[src/rtl/ehd_pkg.sv]
// Shared types, constants and date helpers for the Easter holiday date calculator.
// Self-contained; used by ehd_computus and easter_holiday_date_calculator.
package ehd_pkg;

  localparam logic [13:0] YEAR_MIN = 14'd1583;
  localparam logic [13:0] YEAR_MAX = 14'd9999;

  typedef enum logic [2:0] {
    HC_EASTER         = 3'd0,
    HC_GOOD_FRIDAY    = 3'd1,
    HC_CARNIVAL_START = 3'd2,
    HC_CARNIVAL_END   = 3'd3,
    HC_WHITSUNTIDE    = 3'd4,
    HC_ASCENSION      = 3'd5
  } holiday_code_t;

  // Easter Sunday as a count of days after March 1, plus the leap flag of the year.
  typedef struct packed {
    logic [5:0] march_day;
    logic       leap;
  } easter_t;

  typedef struct packed {
    logic [4:0] day;
    logic [3:0] month;
  } date_t;

  function automatic logic signed [7:0] holiday_offset(holiday_code_t code);
    logic signed [7:0] ofs;
    unique case (code)
      HC_EASTER:         ofs = 8'sd0;
      HC_GOOD_FRIDAY:    ofs = -8'sd2;
      HC_CARNIVAL_START: ofs = -8'sd49;
      HC_CARNIVAL_END:   ofs = -8'sd47;
      HC_WHITSUNTIDE:    ofs = 8'sd49;
      HC_ASCENSION:      ofs = 8'sd39;
      default:           ofs = 8'sd0;
    endcase
    return ofs;
  endfunction

  // All holidays fall between February and June, so the month search is short.
  function automatic date_t holiday_date(easter_t e, holiday_code_t code);
    logic signed [7:0] t;
    logic signed [7:0] s;
    date_t             r;
    t = $signed({2'b00, e.march_day}) + holiday_offset(code);
    priority if (t < 8'sd0) begin
      r.month = 4'd2;
      s = t + (e.leap ? 8'sd30 : 8'sd29);
    end else if (t < 8'sd31) begin
      r.month = 4'd3;
      s = t + 8'sd1;
    end else if (t < 8'sd61) begin
      r.month = 4'd4;
      s = t - 8'sd30;
    end else if (t < 8'sd92) begin
      r.month = 4'd5;
      s = t - 8'sd60;
    end else begin
      r.month = 4'd6;
      s = t - 8'sd91;
    end
    r.day = s[4:0];
    return r;
  endfunction

endpackage

[src/rtl/ehd_computus.sv]
// Five-stage elastic pipeline that turns a year into the date of Easter and the leap flag.
// Depends on ehd_pkg for the clamp limits and the easter_t result type.
module ehd_computus import ehd_pkg::*; (
  input  logic        clk,
  input  logic        rst,
  input  logic        in_valid,
  output logic        in_ready,
  input  logic [13:0] year,
  output logic        out_valid,
  input  logic        out_ready,
  output easter_t     easter
);

  logic v1, v2, v3, v4, v5;
  logic rdy1, rdy2, rdy3, rdy4, rdy5;

  // Stage 1: raw year.
  logic [13:0] yr;
  // Stage 2: a = y mod 19, b = y / 100, c = y mod 100.
  logic [4:0]  s2_a;
  logic [6:0]  s2_b;
  logic [6:0]  s2_c;
  // Stage 3: sum before the mod 30.
  logic [9:0]  s3_hx;
  logic [4:0]  s3_a;
  logic [1:0]  s3_e;
  logic [4:0]  s3_i;
  logic [1:0]  s3_k;
  logic        s3_leap;
  // Stage 4: h.
  logic [4:0]  s4_h;
  logic [4:0]  s4_a;
  logic [1:0]  s4_e;
  logic [4:0]  s4_i;
  logic [1:0]  s4_k;
  logic        s4_leap;
  // Stage 5: h and l.
  logic [4:0]  s5_h;
  logic [2:0]  s5_l;
  logic [4:0]  s5_a;
  logic        s5_leap;

  assign rdy5     = !v5 || out_ready;
  assign rdy4     = !v4 || rdy5;
  assign rdy3     = !v3 || rdy4;
  assign rdy2     = !v2 || rdy3;
  assign rdy1     = !v1 || rdy2;
  assign in_ready = rdy1;

  // Stage 1 to 2: clamp, then divide by 19 and 100 with reciprocal multiply and one correction.
  logic [13:0] y;
  logic [25:0] p19;
  logic [9:0]  q19;
  logic [13:0] r19w;
  logic [5:0]  r19;
  logic [23:0] p100;
  logic [6:0]  q100;
  logic [13:0] r100w;
  logic [7:0]  r100;
  logic [4:0]  a_next;
  logic [6:0]  b_next;
  logic [6:0]  c_next;

  always_comb begin
    if (yr < YEAR_MIN) begin
      y = YEAR_MIN;
    end else if (yr > YEAR_MAX) begin
      y = YEAR_MAX;
    end else begin
      y = yr;
    end
    p19    = 26'(y) * 26'd3449;
    q19    = p19[25:16];
    r19w   = y - 14'(14'd19 * {4'b0000, q19});
    r19    = r19w[5:0];
    a_next = (r19 >= 6'd19) ? 5'(r19 - 6'd19) : r19[4:0];
    p100   = 24'(y) * 24'd655;
    q100   = p100[22:16];
    r100w  = y - 14'(14'd100 * {7'b0000000, q100});
    r100   = r100w[7:0];
    if (r100 >= 8'd100) begin
      b_next = q100 + 7'd1;
      c_next = 7'(r100 - 8'd100);
    end else begin
      b_next = q100;
      c_next = r100[6:0];
    end
  end

  // Stage 2 to 3: century corrections, the epact sum and the leap flag.
  logic [2:0]  f;
  logic [6:0]  gx;
  logic [14:0] pg;
  logic [5:0]  g;
  logic [4:0]  d;
  logic [9:0]  hx_next;
  logic        leap_next;

  always_comb begin
    f = 3'({2'b00, s2_b >= 7'd17} + {2'b00, s2_b >= 7'd42}
           + {2'b00, s2_b >= 7'd67} + {2'b00, s2_b >= 7'd92});
    gx = s2_b - 7'(f) + 7'd1;
    pg = 15'(gx) * 15'd171;
    g  = pg[14:9];
    d  = s2_b[6:2];
    hx_next = 10'd19 * 10'(s2_a) + 10'(s2_b) + 10'd135 - 10'(d) - 10'(g);
    leap_next = (s2_c == 7'd0) ? (s2_b[1:0] == 2'b00) : (s2_c[1:0] == 2'b00);
  end

  // Stage 3 to 4: h = hx mod 30.
  logic [14:0] ph;
  logic [4:0]  qh;
  logic [9:0]  rhw;
  logic [5:0]  rh;
  logic [4:0]  h_next;

  always_comb begin
    ph     = 15'(s3_hx) * 15'd34;
    qh     = ph[14:10];
    rhw    = s3_hx - 10'(10'd30 * {5'b00000, qh});
    rh     = rhw[5:0];
    h_next = (rh >= 6'd30) ? 5'(rh - 6'd30) : rh[4:0];
  end

  // Stage 4 to 5: l = (32 + 2e + 2i + 70 - h - k) mod 7.
  logic [7:0]  lx;
  logic [12:0] pl;
  logic [4:0]  ql;
  logic [7:0]  rlw;
  logic [3:0]  rl;
  logic [2:0]  l_next;

  always_comb begin
    lx     = 8'd102 + {5'b00000, s4_e, 1'b0} + {2'b00, s4_i, 1'b0} - 8'(s4_h) - 8'(s4_k);
    pl     = 13'(lx) * 13'd36;
    ql     = pl[12:8];
    rlw    = lx - 8'(8'd7 * {3'b000, ql});
    rl     = rlw[3:0];
    l_next = (rl >= 4'd7) ? 3'(rl - 4'd7) : rl[2:0];
  end

  // Stage 5 output: month correction m and Easter as days after March 1.
  logic [9:0] mx;
  logic       m;

  always_comb begin
    mx               = 10'(s5_a) + 10'd11 * 10'(s5_h) + 10'd22 * 10'(s5_l);
    m                = (mx >= 10'd451);
    easter.march_day = 6'(6'(s5_h) + 6'(s5_l) + 6'd21 - (m ? 6'd7 : 6'd0));
    easter.leap      = s5_leap;
  end

  assign out_valid = v5;

  always_ff @(posedge clk) begin
    if (rst) begin
      v1 <= 1'b0;
      v2 <= 1'b0;
      v3 <= 1'b0;
      v4 <= 1'b0;
      v5 <= 1'b0;
    end else begin
      if (rdy1) v1 <= in_valid;
      if (rdy2) v2 <= v1;
      if (rdy3) v3 <= v2;
      if (rdy4) v4 <= v3;
      if (rdy5) v5 <= v4;
    end
  end

  always_ff @(posedge clk) begin
    if (rdy1) begin
      yr <= year;
    end
    if (rdy2) begin
      s2_a <= a_next;
      s2_b <= b_next;
      s2_c <= c_next;
    end
    if (rdy3) begin
      s3_hx   <= hx_next;
      s3_a    <= s2_a;
      s3_e    <= s2_b[1:0];
      s3_i    <= s2_c[6:2];
      s3_k    <= s2_c[1:0];
      s3_leap <= leap_next;
    end
    if (rdy4) begin
      s4_h    <= h_next;
      s4_a    <= s3_a;
      s4_e    <= s3_e;
      s4_i    <= s3_i;
      s4_k    <= s3_k;
      s4_leap <= s3_leap;
    end
    if (rdy5) begin
      s5_h    <= s4_h;
      s5_l    <= l_next;
      s5_a    <= s4_a;
      s5_leap <= s4_leap;
    end
  end

endmodule

[src/rtl/easter_holiday_date_calculator.sv]
// Top level of the Easter holiday date calculator: computus pipeline and result sequencer.
// Depends on ehd_pkg and ehd_computus.
//
// Usage: each request on the slave channel carries one Gregorian year in s_tdata[13:0];
// years outside 1583..9999 are clamped to that range. For every year the master channel
// delivers six results in a fixed order: Easter, Good Friday, carnival start, carnival end,
// Whitsuntide and Ascension. Each result carries the holiday code, day, month and leap flag
// of the year, and m_tlast marks the sixth result.
// The first result of a year is shown once the year has passed the five computus stages and
// the result register. Results leave at one per cycle while m_tready is high and a year is
// ready, six per year, over the single result channel. The five computus stages keep accepting
// years while results are delivered, so up to six years are in flight.
// Reset clears all valid flags; no result is shown until a year is accepted after reset.
// When the receiver holds m_tready low the current result stays on the port unchanged, the
// pipeline fills behind it, and s_tready falls once every stage holds a year.
module easter_holiday_date_calculator import ehd_pkg::*; (
  input  logic        clk,
  input  logic        rst,
  input  logic        s_tvalid,
  output logic        s_tready,
  input  logic [15:0] s_tdata,   // [13:0] year, [15:14] zero
  output logic        m_tvalid,
  input  logic        m_tready,
  output logic [15:0] m_tdata,   // [2:0] holiday_code, [7:3] day_of_month,
                                 // [11:8] month_number, [12] leap_flag, [15:13] zero
  output logic        m_tlast
);

  logic          c_valid;
  logic          c_ready;
  easter_t       c_easter;

  logic          ov;
  holiday_code_t idx;
  easter_t       held;
  date_t         date;

  ehd_computus u_computus (
    .clk       (clk),
    .rst       (rst),
    .in_valid  (s_tvalid),
    .in_ready  (s_tready),
    .year      (s_tdata[13:0]),
    .out_valid (c_valid),
    .out_ready (c_ready),
    .easter    (c_easter)
  );

  assign c_ready = !ov || (m_tready && idx == HC_ASCENSION);

  always_ff @(posedge clk) begin
    if (rst) begin
      ov  <= 1'b0;
      idx <= HC_EASTER;
    end else if (ov && m_tready && idx != HC_ASCENSION) begin
      idx <= holiday_code_t'(3'(idx + 3'd1));
    end else if (c_ready) begin
      ov  <= c_valid;
      idx <= HC_EASTER;
    end
  end

  always_ff @(posedge clk) begin
    if (c_ready && c_valid) begin
      held <= c_easter;
    end
  end

  assign date     = holiday_date(held, idx);
  assign m_tvalid = ov;
  assign m_tlast  = (idx == HC_ASCENSION);
  assign m_tdata  = {3'b000, held.leap, date.month, date.day, idx};

endmodule

[config.mk]
export PLATFORM = sky130hd
export DESIGN_NAME = easter_holiday_date_calculator
export DESIGN_NICKNAME = d
export VERILOG_FILES = /design/src/rtl/ehd_pkg.sv /design/src/rtl/ehd_computus.sv /design/src/rtl/easter_holiday_date_calculator.sv
export SDC_FILE = /design/constraint.sdc
export NUM_CORES = 1
export LEC_CHECK = 0
export BUFFER_PORTS_ARGS = -buffer_cell sky130_fd_sc_hd__buf_2
export CORE_MARGIN = 5
export CORE_UTILIZATION = 36
export DETAILED_ROUTE_END_ITERATION = 10
export PLACE_DENSITY = 0.62
export SLEW_MARGIN = 20
export SYNTH_ARGS = -nofsm -noshare
export SYNTH_HDL_FRONTEND = slang
export SYNTH_SLANG_ARGS = --single-unit
[constraint.sdc]
create_clock -name clk -period 26.2 [get_ports clk]
set_input_delay 3.93 -clock clk [delete_from_list [all_inputs] [get_ports clk]]
set_output_delay 3.93 -clock clk [all_outputs]
set_load 0.005 [all_outputs]
# Yosys cells after proc, flatten, opt, wreduce, memory -nomap -nowiden
# Cells that the tools add are included.
# totals
reg_bits,108
inputBits,20
output_inout_bits,19
wordCells,139
# classes
add_sub_neg,34
multipliers,12
n_lt_le_gt_ge,15
eq_ne,6
mux,21
n_bitwise,1
reduce_logical,21
# ops
cell,n
case mux 8 bit (5 select lines),1
two-way mux 5 bit,6
two-way mux 14 bit,2
multiplier 14 x 12 -> 26 bit (second input constant),1
multiplier 14 x 10 -> 23 bit (second input constant),1
two-way mux 3 bit,6
subtractor 6 bit,3
multiplier 7 x 8 -> 15 bit (second input constant),1
adder 7 x 1 -> 7 bit (second input constant),2
greater-or-equal comparator 7 bit (second input constant),2
greater-than comparator 14 bit (second input constant),1
less-than comparator 14 x 11 -> 1 bit (second input constant),1
multiplier 10 x 5 -> 14 bit (second input constant),1
two-way mux 7 bit,2
greater-or-equal comparator 6 x 5 -> 1 bit (second input constant),2
multiplier 8 x 4 -> 11 bit (second input constant),1
adder 10 x 7 -> 10 bit,1
adder 10 x 8 -> 10 bit,1
adder 10 x 8 -> 10 bit (second input constant),1
adder 5 x 9 -> 10 bit,1
greater-or-equal comparator 10 x 9 -> 1 bit (second input constant),1
multiplier 5 x 10 -> 6 bit (first input constant),1
multiplier 5 x 5 -> 10 bit (first input constant),1
subtractor 10 x 5 -> 10 bit,1
49 further kinds,69

# Longest topological paths before layout
# Gate-level depths: netlist of the first run.
# depth
depth_word,9
depth_mapped,48
ltp_nobuf,48

# Modules after synthesis
# From an unflattened synthesis of the first run, not the netlist that was laid out.
# unflattened
hier_cells,1532
hier_area_um2,15642.5
# by_module_without_submodules
mod,instances,cells_each,area_each_um2,seq_area_each_um2
ehd_computus,1,1368,14179.8,2862.7
easter_holiday_date_calculator,1,164,1462.7,290.3

# Least setup slack after synthesis of the first run
# Ideal clock, no wire load.
# synth_timing
path_type,register -> register
start,register u_computus.s2_b[4]
end,register u_computus.s3_hx[9] (data pin)
setup_ps,258
t_arrival_ps,10185
required_ps,25942
setup_slack_ps,15757
path_stages_with_launch,45
n_path_buf,0
period_less_slack_ps,10443
path_cell_list,edfxtp_1 inv_1 ha_1 o21ai_0 nand2_1 a221o_1 ha_1 fa_1 ha_1 ha_1 inv_1 ha_1 fa_1 a21oi_1 o21bai_1 xor2_1 inv_1 ha_1 (+9 left out) a21o_1 a21oi_1 o211ai_1 a21oi_1 xor2_1 fa_1 fa_1 inv_1 fa_1 fa_1 inv_1 ha_1 a21oi_1 o21bai_1 a21oi_1 o21bai_1 a21oi_1 xnor2_1
# synth_between
elab_chain_cells,8
word_cells_on_any_way,14
classes_between,9 x add/sub; 1 x mul; 4 x order compare
# synth_rtl
element,line_no,text
"start, declared",ehd_computus.sv:21,logic [6:0] s2_b;
"start signal, assigned",ehd_computus.sv:177,s2_b <= b_next;
greater-or-equal comparator 7 x 5 -> 1 bit / greater-or-equal comparator 7 x 6 -> 1 bit (equally long branches),ehd_computus.sv:100,"f = 3'({2'b00, s2_b >= 7'd17} + {2'b00, s2_b >= 7'd42}"
adder 1 x 1 -> 2 bit,ehd_computus.sv:100,
adder 3 x 1 -> 3 bit (2 in series),ehd_computus.sv:101,"+ {2'b00, s2_b >= 7'd67} + {2'b00, s2_b >= 7'd92});"
subtractor 7 x 3 -> 7 bit,ehd_computus.sv:102,gx = s2_b - 7'(f) + 7'd1;
adder 7 x 1 -> 7 bit,ehd_computus.sv:102,
multiplier 7 x 8 -> 15 bit,ehd_computus.sv:103,pg = 15'(gx) * 15'd171;
subtractor 10 x 6 -> 10 bit *,ehd_computus.sv:106,hx_next = 10'd19 * 10'(s2_a) + 10'(s2_b) + 10'd135 - 10'(d) - 10'(g);
named net u_computus.hx_next[9],ehd_computus.sv:96,logic [9:0] hx_next;
"end signal, assigned",ehd_computus.sv:181,s3_hx <= hx_next;
"end, declared",ehd_computus.sv:24,logic [9:0] s3_hx;
# Mark *: on every way through the listed nets, which the timed path passes. The rest lies on a longest branch.
# A chain may end at the register's enable or synchronous reset.

# Worst setup path after layout of the first run
# layout_timing
start,register u_computus.s2_b[5]
end,register u_computus.s3_hx[9] (data pin)
# Same word-level chain as after synthesis.

==> results of run 1 <==
-- cells in the final DEF (no fill, tap or decap), types with 4 or more instances in the layout --
cell type,n
mux2i_1,7
clkbuf_16,9
a31oi_1,6
nor4_1,6
a21boi_0,5
or3_1,9
conb_1,4
nand2_1,39
edfxtp_1,99
xor2_1,43
nand4_1,8
and3_1,4
a21oi_1,66
inv_1,370
fa_1,152
o21ai_0,32
mux2_2,4
dfxtp_1,9
nor3_1,11
a21o_1,42
a211oi_1,4
o21bai_1,11
nand2b_1,8
xnor2_1,73
nor2b_1,7
buf_2,32
nand3_1,15
ha_1,341
nor2_1,35
-- area by class of cell --
type / count / area share
Clock inverter: 7 / 0.00556
Tap cell: 539 / 0.0410
Clock buffer: 9 / 0.0137
Multi-Input combinational cell: 996 / 0.653
Inverter: 371 / 0.0847
Sequential cell: 108 / 0.192
Timing Repair Buffer: 33 / 0.0102
-- per-layer routing --
layer,routed length [microns],share of wire,GRT usage,up-vias
li1,-,-,-,4966
met1,12500,0.45,0.157,4658
met2,14000,0.51,0.227,97
met3,572,0.021,0.0144,25
met4,441,0.016,0.0246,0
met5,0,0,0,-
-- synthesized netlist by cell type, types with 5 or more instances --
cell | count | area [sq um]
ha_1 | 341 | 4270
a21oi_1 | 66 | 330
nand2b_1 | 8 | 50.1
nor4_1 | 6 | 37.5
a21o_1 | 42 | 315
buf_4 | 5 | 37.5
o21bai_1 | 11 | 82.6
xor2_1 | 43 | 377
fa_1 | 152 | 3040
xnor2_1 | 73 | 639
nor2b_1 | 7 | 43.8
a21boi_0 | 5 | 37.5
nand2_1 | 39 | 146
o21ai_0 | 32 | 160
edfxtp_1 | 99 | 2970
or3_1 | 9 | 56.3
a31oi_1 | 6 | 37.5
nand4_1 | 8 | 50.1
inv_1 | 370 | 1390
nor3_1 | 11 | 55.1
nand3_1 | 15 | 75.1
mux2i_1 | 7 | 70.1
nor2_1 | 35 | 131
dfxtp_1 | 9 | 180
-- registers in the layout, indices dropped and copies added (netlist names), 3 cells and up --
signal,count
u_computus.s2_c,7
u_computus.s3_hx,10
u_computus.s4_i,5
u_computus.s5_l,3
u_computus.s3_a,5
idx,3
u_computus.s4_a,5
u_computus.s2_a,5
u_computus.s3_i,5
held,6
u_computus.s2_b,7
u_computus.s5_a,5
u_computus.s5_h,5
u_computus.yr,14
u_computus.s4_h,5
-- through the flow --
step,cells,area (sq um),utilization,setup WS (ns),hold WS [ns]
after global routing,2063,16400,0.391,14.32,0.435
after global placement,2047,16100,0.383,15.08,0.400
after detailed placement,2047,16100,0.383,14.96,0.405
final,2063,16400,0.391,14.97,0.421
after CTS,2063,16400,0.391,14.90,0.420
after floorplan,1484,15300,-,15.76,0.400
-- worst register-to-register path: cells and delay by family, from the launching register on --
family / cells / cell delay (ns)
adder cells (fa/ha/maj): 17 / 6.32
buffers and inverters: 7 / 0.59
flip-flops: 1 / 0.52
XOR/XNOR: 3 / 0.64
AND/OR/NAND/NOR: 1 / 0.10
AO/OA/AOI/OAI: 15 / 2.81
-- how the worst max path moves through the flow --
stage	slack, ns	end	depth (start not counted)
6_report	14.97	u_computus.s3_hx[9]	43
5_1_grt	14.32	u_computus.s3_hx[9]	43
4_1_cts	14.90	u_computus.s3_hx[9]	44
3_5_place_dp	14.96	u_computus.s3_hx[9]	44
3_3_place_gp	15.08	u_computus.s3_hx[9]	43
2_1_floorplan	15.76	u_computus.s3_hx[9]	44
-- cells by family (layout without fill, tap and decap cells) --
group / after synthesis / in the layout / synth area share
simple gates: 159 / 159 / 0.0525
mux: 12 / 12 / 0.00825
fa+ha+maj: 493 / 493 / 0.477
other cells: 1 / 4 / 0.000245
buf+inv: 380 / 420 / 0.0944
xor+xnor: 119 / 119 / 0.0708
compound gates: 209 / 209 / 0.0907
flops: 108 / 108 / 0.206
==> impl_metrics.toml, run 1 <==
[worst_hold_path]
hold_path_depth = 0
hold_path_class = "register to register"
min_to = "u_computus.s5_a[4]"
min-delay-start = "u_computus.s4_a[4]"

[placed_design]
place_congestion = 0.854
dpl.hpwl_microns = 24400
io_buffers = 32

[sta]
fmax_mhz = 89.0
period_share = 0.429
worst_pin_slew_ns = 0.948
hold_violations = 0
maxSlewHeadroom = 0.367
min_period_ns = 11.23
setup_tns_ns = 0
final_max_slew_viol_count = 0
rsz0062_at_grt = "no"
setup_viol = 0
fin_skew_ns = 0.00788

[setup_path]
crit_type = "register to register"
start_kind = "register"
required_ns = 26.31
crit_buf_inv = 7
critPathLaunch = "u_computus.s2_b[5]"
r2r_cells = 43
slowest_stage = "fa_1"
critPathTopFamily = "adder cells"
rr_endpoint = "u_computus.s3_hx[9]"
r2r_start = "u_computus.s2_b[5]"
rrSetupSlack_ns = 14.97
cpMostUsedCell = "ha_1"
critPathMaxFanout = 6
critPathArrivalTime_ns = 11.34
cpPeakStageDelay_ns = 0.55
end_kind = "register"

[floorplan]
die_h_microns = 216
die-area_sq_um = 46800
design.core.area_sq_um = 42000
initial_utilization = 0.364
rows = 75
io_pins = 39
die_w_microns = 216

[grt]
grt_pass1_vias = 10452
grt_max_degree = 26
grt.overflow.total = 0
track_usage = 0.123
antenna_found_initial = 0
grt_pass1_wl_microns = 48900

[synth]
synth_edf_count = 99
ys.flop_type = "edfxtp_1"
avgSynthCellArea_sq_um = 10.3
seq_area_frac_synth = 0.206
synth_cell_types = 69
syn_inst = 1481
syn_area_sq_um = 15300
yosys_warnings = 0
synth-seq-cells = 108
async_flop_share = 0

[clocking]
cts_hold_buf = 0
root_buffer = "clkbuf_16"
htree_levels = 3
postCtsSetupRepairBufs = 0
cts_buffers = 9
cts-resized-gates = 0
clk_path_buf_depth = 2
clk_latency_ns = 0.35
cts.sinks = 108
clk_pin_slew_ns = 0.08
cts_tree = "done"

[finish]
fillers = 4122
final_nets = 2032
antenna_cells = 0
drive_gt1_frac = 0.0446
regArea_sq_um = 3150
area_delta_synth_final_pct = 7.29
multi_input_area_sq_um = 10700

[drt]
totalWireLength_microns = 27500
initialDrtViolationCount = 311
vias = 9746
vias_per_cell = 4.72
ant_nets = 0
wl_per_cell_microns = 13.3
drc = 0
drt_pass1_iterations = 4

[job]
max_cap_viol_count = 0

[run_status]
status = "finished clean"
Power of run 1 is not shown: default switching activity piles up to over one toggle a cycle in this logic, so the estimate is an artifact.
==> run 2: changes to the inputs <==
PLACE_DENSITY = 0.64   (was 0.62)
clock period = 10.2 ns   (was 26.2 ns; I/O delays follow)
==> run 2 against run 1 <==
Clock skew rose by 0.0025 ns. Count of clock-buffer cells in the layout did not move. Non-clock buffer count up 58. Global-route usage up 1.0 points. Via count is 3.4% higher. Maximum frequency is 14% higher. Cell count up 2.8%. Utilization grew 1.5 points. Cell area up 3.8%. Critical path depth did not move. Sequential share of layout area decreased by 0.71 points. Critical endpoint unchanged. Largest cell class unchanged.
==> impl_metrics.toml, run 2 (same netlist as run 1, synthesis figures left out) <==
[sta]
hold_violations = 0
maxSlewHeadroom = 0.327
rsz0062_at_grt = "yes"
period_share = 0.970
fin_skew_ns = 0.0104
setup_viol = 0
hold_ws_ns = 0.422
fmax_mhz = 101
final_max_slew_viol_count = 0
min_period_ns = 9.89
setup_tns_ns = 0
worst_pin_slew_ns = 1.01

[finish]
final_cell_mix = "361 x inv_1, 329 x ha_1, 148 x fa_1"
area_delta_synth_final_pct = 11.4
layout.cells.non_filler = 2121
final_common_cell = "inv_1"
drive_gt1_frac = 0.107
fin_area_sq_um = 17100
largest_register = "u_computus.yr"
largest_register_ffs = 14
largest_registers = "u_computus.yr: 14 flops, u_computus.s3_hx: 10 flops"
antenna_cells = 0
final_nets = 2090

[floorplan]
design.core.area_sq_um = 42000
rows = 75
initial_utilization = 0.364
io_pins = 39
die_w_microns = 216
die-area_sq_um = 46800
die_h_microns = 216

[grt]
grt.overflow.total = 0
grt_pass1_wl_microns = 51300
grt_max_degree = 26
grt_pass1_vias = 10727
track_usage = 0.133
antenna_found_initial = 0

[job]
max_cap_viol_count = 0

[placed_design]
placed_cell_area_sq_um = 16500
place_congestion = 0.843
io_buffers = 32
dp_cells = 2094
dpl.hpwl_microns = 25600

[setup_path]
cpMostUsedCell = "fa_1"
slowest_stage = "edfxtp_1"
critPathMaxFanout = 5
crit_type = "register to register"
crit_buf_inv = 7
critPathTopFamily = "adder cells"
cpPeakStageDelay_ns = 0.50
start_kind = "register"
end_kind = "register"
required_ns = 10.31
critPathArrivalTime_ns = 10.01

[clocking]
cts_tree = "done"
root_buffer = "clkbuf_16"
clk_path_buf_depth = 2
cts_hold_buf = 0
clk_latency_ns = 0.37
cts_buffers = 9
clk_pin_slew_ns = 0.08
cts.sinks = 108
htree_levels = 3

[drt]
ant_nets = 0
wl_per_cell_microns = 14.0
drc = 0
vias = 10080
initialDrtViolationCount = 366
vias_per_cell = 4.75
totalWireLength_microns = 29700
drt_pass1_iterations = 4

[worst_hold_path]
hold_path_class = "register to register"

[run_status]
status = "finished clean"
==> run 2: cell types whose count changed in the layout (fill, tap and decap cells not counted), moves of 3 or more <==
cell	previous run	this run
buf_4	1	58
ha_2	0	6
a21oi_2	0	6
fa_2	0	4
a21oi_1	66	59
o21ai_0	32	29
inv_2	0	9
fa_1	152	148
ha_4	0	6
inv_1	370	361
ha_1	341	329
==> run 2: final timing paths <==
check | from | end | slack (ns) | cells past startpoint
worst max-delay path | u_computus.s2_b[5] | u_computus.s3_hx[9] | 0.31 | 43
worst min-delay path | u_computus.s3_a[3] | u_computus.s4_a[3] | 0.42 | 0
worst max register to register | u_computus.s2_b[5] | u_computus.s3_hx[9] | 0.31 | 43
worst min register to register | u_computus.s3_a[3] | u_computus.s4_a[3] | 0.42 | 0
==> run 2: final cells by class <==
cell class / count / area (sq um)
flip-flops and latches: 108 / 3150
clock inverters: 7 / 78.8
clock buffers: 9 / 225
fillers: 4045 / 25000
well taps: 539 / 674
repair buffers: 91 / 607
multi-input cells: 996 / 10900
inverters: 371 / 1390
==> run 2: through the flow <==
| stage | worst slack, ns | utilization |
|---|---|---|
| after floorplan | 0.00898 | - |
| after global placement | -0.159 | 0.392 |
| after detailed placement | -0.198 | 0.392 |
| after CTS | 0.00153 | 0.401 |
| after global routing | -0.0438 | 0.406 |
| final | 0.305 | 0.406 |
==> run 2: metal layers <==
layer  global-route usage  share of wire
met5                    0              0
met4               0.0320          0.020
met3               0.0169          0.022
met2                0.244           0.51
met1                0.167           0.45
==> run 2: repair_timing <==
item | 4_1_cts | 5_1_grt
cloned | 0 | 0
pin swaps | 12 | 62
resized for setup | 7 | 38
buffers inserted | 5 | 6
endpoints found under the setup margin | 4 | 7
Power of run 2 is left out for the same reason.
